**config.mk**
```make
export PLATFORM = sky130hd
export DESIGN_NAME = pps_front
export DESIGN_NICKNAME = d
export VERILOG_FILES = /design/src/design/pps_pkg.sv /design/src/design/pps_front.sv
export SDC_FILE = /design/constraint.sdc
export NUM_CORES = 1
export LEC_CHECK = 0
export BUFFER_PORTS_ARGS = -buffer_cell sky130_fd_sc_hd__buf_2
export CORE_MARGIN = 8
export CORE_UTILIZATION = 38
export DETAILED_ROUTE_END_ITERATION = 6
export GPL_TIMING_DRIVEN = 0
export MAX_ROUTING_LAYER = met4
export SLEW_MARGIN = 30
export SYNTH_ARGS = -nofsm -noshare
export SYNTH_HDL_FRONTEND = slang
export SYNTH_SLANG_ARGS = --single-unit
```
**constraint.sdc**
```tcl
create_clock -name clk -period 4.08 [get_ports clk]
set_input_delay 1.224 -clock clk [delete_from_list [all_inputs] [get_ports clk]]
set_output_delay 1.224 -clock clk [all_outputs]
set_load 0.01 [all_outputs]
```
**src/design/pps_pkg.sv**
```systemverilog
// pps_pkg: shared types, constants and codes of the pure pursuit steering block
// used by every module under design/ but pps_ram, depends on nothing

package pps_pkg;

  localparam int PATH_DEPTH_DEF = 1024;
  localparam int CFG_W          = 24;
  localparam int CFG_IDX_W      = 2;

  localparam logic [CFG_IDX_W-1:0] REG_LOOKAHEAD = 2'd0;
  localparam logic [CFG_IDX_W-1:0] REG_MAX_LIN   = 2'd1;
  localparam logic [CFG_IDX_W-1:0] REG_MAX_ANG   = 2'd2;

  localparam logic [CFG_W-1:0] LOOKAHEAD_RST = 24'd32768;
  localparam logic [CFG_W-1:0] MAX_LIN_RST   = 24'd19661;
  localparam logic [CFG_W-1:0] MAX_ANG_RST   = 24'd65536;

  // squared distances in units of 2^-32 m^2
  localparam logic [62:0] GOAL_D2_MAX = 63'd42949672;
  localparam logic [62:0] CURV_D2_MIN = 63'd4294967;

  // divider operand widths: |y| * gain * 2^17 over a 63-bit squared distance
  localparam int DIV_NUM_W = 72;
  localparam int DIV_DEN_W = 63;

  typedef enum logic [1:0] {
    CMD_LOAD,
    CMD_LOAD_FIRST,
    CMD_TICK
  } cmd_kind_t;

  typedef struct packed {
    cmd_kind_t          kind;
    logic signed [31:0] xa;   // point x or robot x
    logic signed [31:0] ya;   // point y or robot y
    logic signed [15:0] hc;
    logic signed [15:0] hs;
  } cmd_t;

  typedef struct packed {
    logic [CFG_W-1:0] lookahead;
    logic [CFG_W-1:0] max_lin;
    logic [CFG_W-1:0] max_ang;
  } cfg_t;

  typedef struct packed {
    logic [23:0]        linear;
    logic signed [31:0] angular;
    logic               goal;
    logic signed [31:0] cx;
    logic signed [31:0] cy;
  } result_t;

  typedef enum logic [3:0] {
    ST_IDLE,
    ST_SCAN,
    ST_DIFF,
    ST_SQR,
    ST_GOAL,
    ST_ROT,
    ST_RND,
    ST_CSQ,
    ST_CURV,
    ST_DIV,
    ST_OUT
  } back_state_t;

endpackage

```
**src/design/pps_front.sv**
```systemverilog
// pps_front: accepts input items, classifies them into commands, two-entry queue
// depends on pps_pkg

module pps_front (
  input  logic               clk,
  input  logic               rst_n,
  input  logic               in_valid,
  output logic               in_ready,
  input  logic [1:0]         in_user,
  input  logic [159:0]       in_data,
  output logic               q_valid,
  output pps_pkg::cmd_t      q_cmd,
  input  logic               q_pop
);
  import pps_pkg::*;

  cmd_t       fifo_r [2];
  logic       wp_r, rp_r;
  logic [1:0] cnt_r;
  cmd_t       cmd_in;
  logic       push, pop;

  always_comb begin
    cmd_in = '0;
    if (in_user[0]) begin
      cmd_in.kind = CMD_TICK;
      cmd_in.xa   = in_data[95:64];
      cmd_in.ya   = in_data[127:96];
      cmd_in.hc   = in_data[143:128];
      cmd_in.hs   = in_data[159:144];
    end else begin
      cmd_in.kind = in_user[1] ? CMD_LOAD_FIRST : CMD_LOAD;
      cmd_in.xa   = in_data[31:0];
      cmd_in.ya   = in_data[63:32];
    end
  end

  assign in_ready = (cnt_r != 2'd2);
  assign push     = in_valid && in_ready;
  assign q_valid  = (cnt_r != 2'd0);
  assign pop      = q_pop && q_valid;
  assign q_cmd    = fifo_r[rp_r];

  always_ff @(posedge clk) begin
    if (push) begin
      fifo_r[wp_r] <= cmd_in;
    end
  end

  always_ff @(posedge clk) begin
    if (!rst_n) begin
      wp_r  <= 1'b0;
      rp_r  <= 1'b0;
      cnt_r <= 2'd0;
    end else begin
      if (push) wp_r <= ~wp_r;
      if (pop)  rp_r <= ~rp_r;
      cnt_r <= cnt_r + {1'b0, push} - {1'b0, pop};
    end
  end

endmodule

```
==> flow_metrics.py <==
metrics = {
    "route": {
        "wl_per_cell_um": 18.8,
        "viasPerCell": 4.70,
        "drt_iter0_drc": 190,
        "drt-pass1-iter-count": 4,
        "totalWireLength_um": 19400,
        "postRouteAntennaNets": 0,
        "post-route-drc-count": 0,
        "vias": 4842,
    },
    "clock_tree": {
        "cts_buffer_depth": 3,
        "tritoncts": "built",
        "htreeDepth": 1,
        "clk_pin_slew_ns": 0.05,
        "root_buffer": "clkbuf_16",
        "post_cts_resized": 0,
        "ctsHoldBuffers": 0,
        "cts_sinks": 201,
        "clock_latency_ns": 0.49,
        "post-cts-setup-buffers": 0,
        "cts-buffers-inserted": 23,
    },
    "critical_path": {
        "crit_path_end_kind": "primary output",
        "endpoint": "q_cmd[31]",
        "crit_fanout": 10,
        "r2r-start": "cnt_r[0]",
        "r2r-end": "fifo_r[0][79]",
        "r2r_setup_slack_ns": 2.15,
        "worstPathArrival_ns": 1.83,
        "reg2reg_depth": 4,
        "critPathRequiredTime_ns": 2.86,
        "crit_path_start_kind": "register",
        "critPathKind": "register to primary output",
    },
    "run": {
        "max_cap_viol_count": 0,
    },
    "timing": {
        "fin_skew_ns": 0.00826,
        "setup_viol": 0,
        "drv_slew": 0,
        "hold_violations": 0,
        "rsz0062_at_grt": "no",
        "period_needed_ns": 3.05,
        "fin_crit_sh": 0.747,
        "max_freq_mhz": 328,
        "finalSetupTns_ns": 0,
        "max_slew_margin": 0.655,
        "max_slew.worst_pin.slew_ns": 0.517,
    },
    "finish": {
        "utilization": 0.498,
        "drive_above_1_share": 0.646,
        "insertedDiodeCount": 0,
        "areaGrowthSynthToFinish_pct": 29.0,
        "layout_common_cells": "buf_2, edfxtp_1, mux2_2",
        "fin_area_um2": 10800,
        "fill_cells": 1872,
        "final_common_cell": "buf_2",
        "fin_nets": 903,
    },
    "global_route": {
        "track_usage": 0.142,
        "overflow": 0,
        "antenna_found_initial": 0,
        "grt_first_pass_wirelength_um": 29200,
        "grt_pass1_vias": 5479,
        "grt_max_degree": 51,
    },
    "worst_hold_path": {
        "min_path_cells": 2,
        "hold_class": "register to register",
    },
    "floorplanning": {
        "die_area_um2": 27100,
        "die_y_um": 165,
        "core_um2": 21800,
        "io_pins": 266,
        "initial_core_util": 0.386,
        "fp-row-count": 54,
        "die_w_um": 165,
    },
    "placement": {
        "io_buffers": 265,
        "dp_hpwl_um": 14100,
        "dpl_cell_area_um2": 10200,
        "place.gp.congestion": 0.770,
    },
    "synthesis": {
        "synth_area_leaders": "edfxtp_1, mux2_2, mux2_4",
        "yosysSeqAreaShare": 0.713,
        "post-synth-top-area-fraction": 0.701,
        "syn_area_um2": 8390,
        "synth_seq_cells": 201,
        "yosysWarnings": 0,
        "yosysUniqueCellTypes": 26,
        "synth_top_area_cell": "edfxtp_1",
        "syn_area_per_cell_um2": 18.9,
        "synthesis.instances": 443,
        "synth_nets": 610,
    },
    "outcome": {
        "outcome": "finished, final reports clean",
    },
    "power_and_ir_drop": {
        "p_total_uw": 5740,
        "powerDensity_nw_per_um2": 530,
        "p_leak_uw": 0.00425,
        "ir_worst_vdd_v": 0.000410,
    },
}
[report_power, final]
group          switching [µW]  internal (µW)
Sequential               53.5           2530
Combinational             672            643
Clock                     743           1100
[final cells by class]
cell class | instances | area (µm²) | area share
clock inverters | 10 | 73.8 | 0.00682
repair buffers | 268 | 1400 | 0.129
inverters | 2 | 12.5 | 0.00116
plain buffers | 22 | 135 | 0.0125
multi-input cells | 218 | 2270 | 0.209
well taps | 280 | 350 | 0.0324
flip-flops and latches | 201 | 5990 | 0.553
clock buffers | 30 | 602 | 0.0556
[synth_stat cells (all sizes together)]
cell type	count
xor2	1
or2	1
nor4bb	1
nand2b	1
buf	19
and2	33
o21ai	2
inv	2
nor4	1
nor2	4
a21oi	1
clkbuf	3
nand3	1
mux2	162
o31a	1
edfxtp	196
and3	2
a21bo	1
nor3	1
dfxtp	5
o21ba	1
nor2b	2
nand3b	1
ha	1
[flip-flops by register name, summed over array words and instances, names as in the netlist, named ones only]
name,flops
rp_r,1
wp_r,1
cnt_r,2
fifo_r,196
[stage by stage]
step | cells | hold slack [ns] | worst slack (ns)
floorplan | 443 | 0.472 | 0.0670
global placement | 988 | 0.486 | -1.40
detailed placement | 991 | 0.496 | 1.35
CTS | 1031 | 0.516 | 0.953
global route | 1031 | 0.544 | 0.899
finish | 1031 | 0.508 | 1.03
[metal layers]
| layer | vias up | global-route usage | wire length [µm] |
|---|---|---|---|
| met5 | - | - | 0 |
| met4 | 0 | 0.0324 | 267 |
| met3 | 24 | 0.0356 | 1540 |
| met2 | 198 | 0.232 | 9390 |
| met1 | 2324 | 0.175 | 8220 |
| li1 | 2296 | - | - |
[logic make-up (layout without fill, tap and decap cells)]
group | count (synthesis) | in the layout | share of synthesized area
compound gates | 6 | 6 | 0.00522
xor+xnor | 1 | 1 | 0.00104
fa+ha+maj | 1 | 1 | 0.00149
buf+inv | 24 | 332 | 0.0170
flops | 201 | 201 | 0.713
mux | 162 | 162 | 0.226
simple gates | 48 | 48 | 0.0355
[worst max-delay path, cell delays in order, from the launching register on]
cell     delay [ns]
dfxtp_1        0.32
buf_6          0.15
buf_2          0.32
mux2_2         0.40
buf_2          0.15
[worst min path at each step]
stage,from,to,slack (ns)
6_report,rp_r,rp_r,0.51
3_3_place_gp,rp_r,rp_r,0.49
3_5_place_dp,rp_r,register,0.50
4_1_cts,rp_r,rp_r,0.52
5_1_grt,rp_r,rp_r,0.54
2_1_floorplan,rp_r,register,0.47
(Power assumes the default switching activity.)
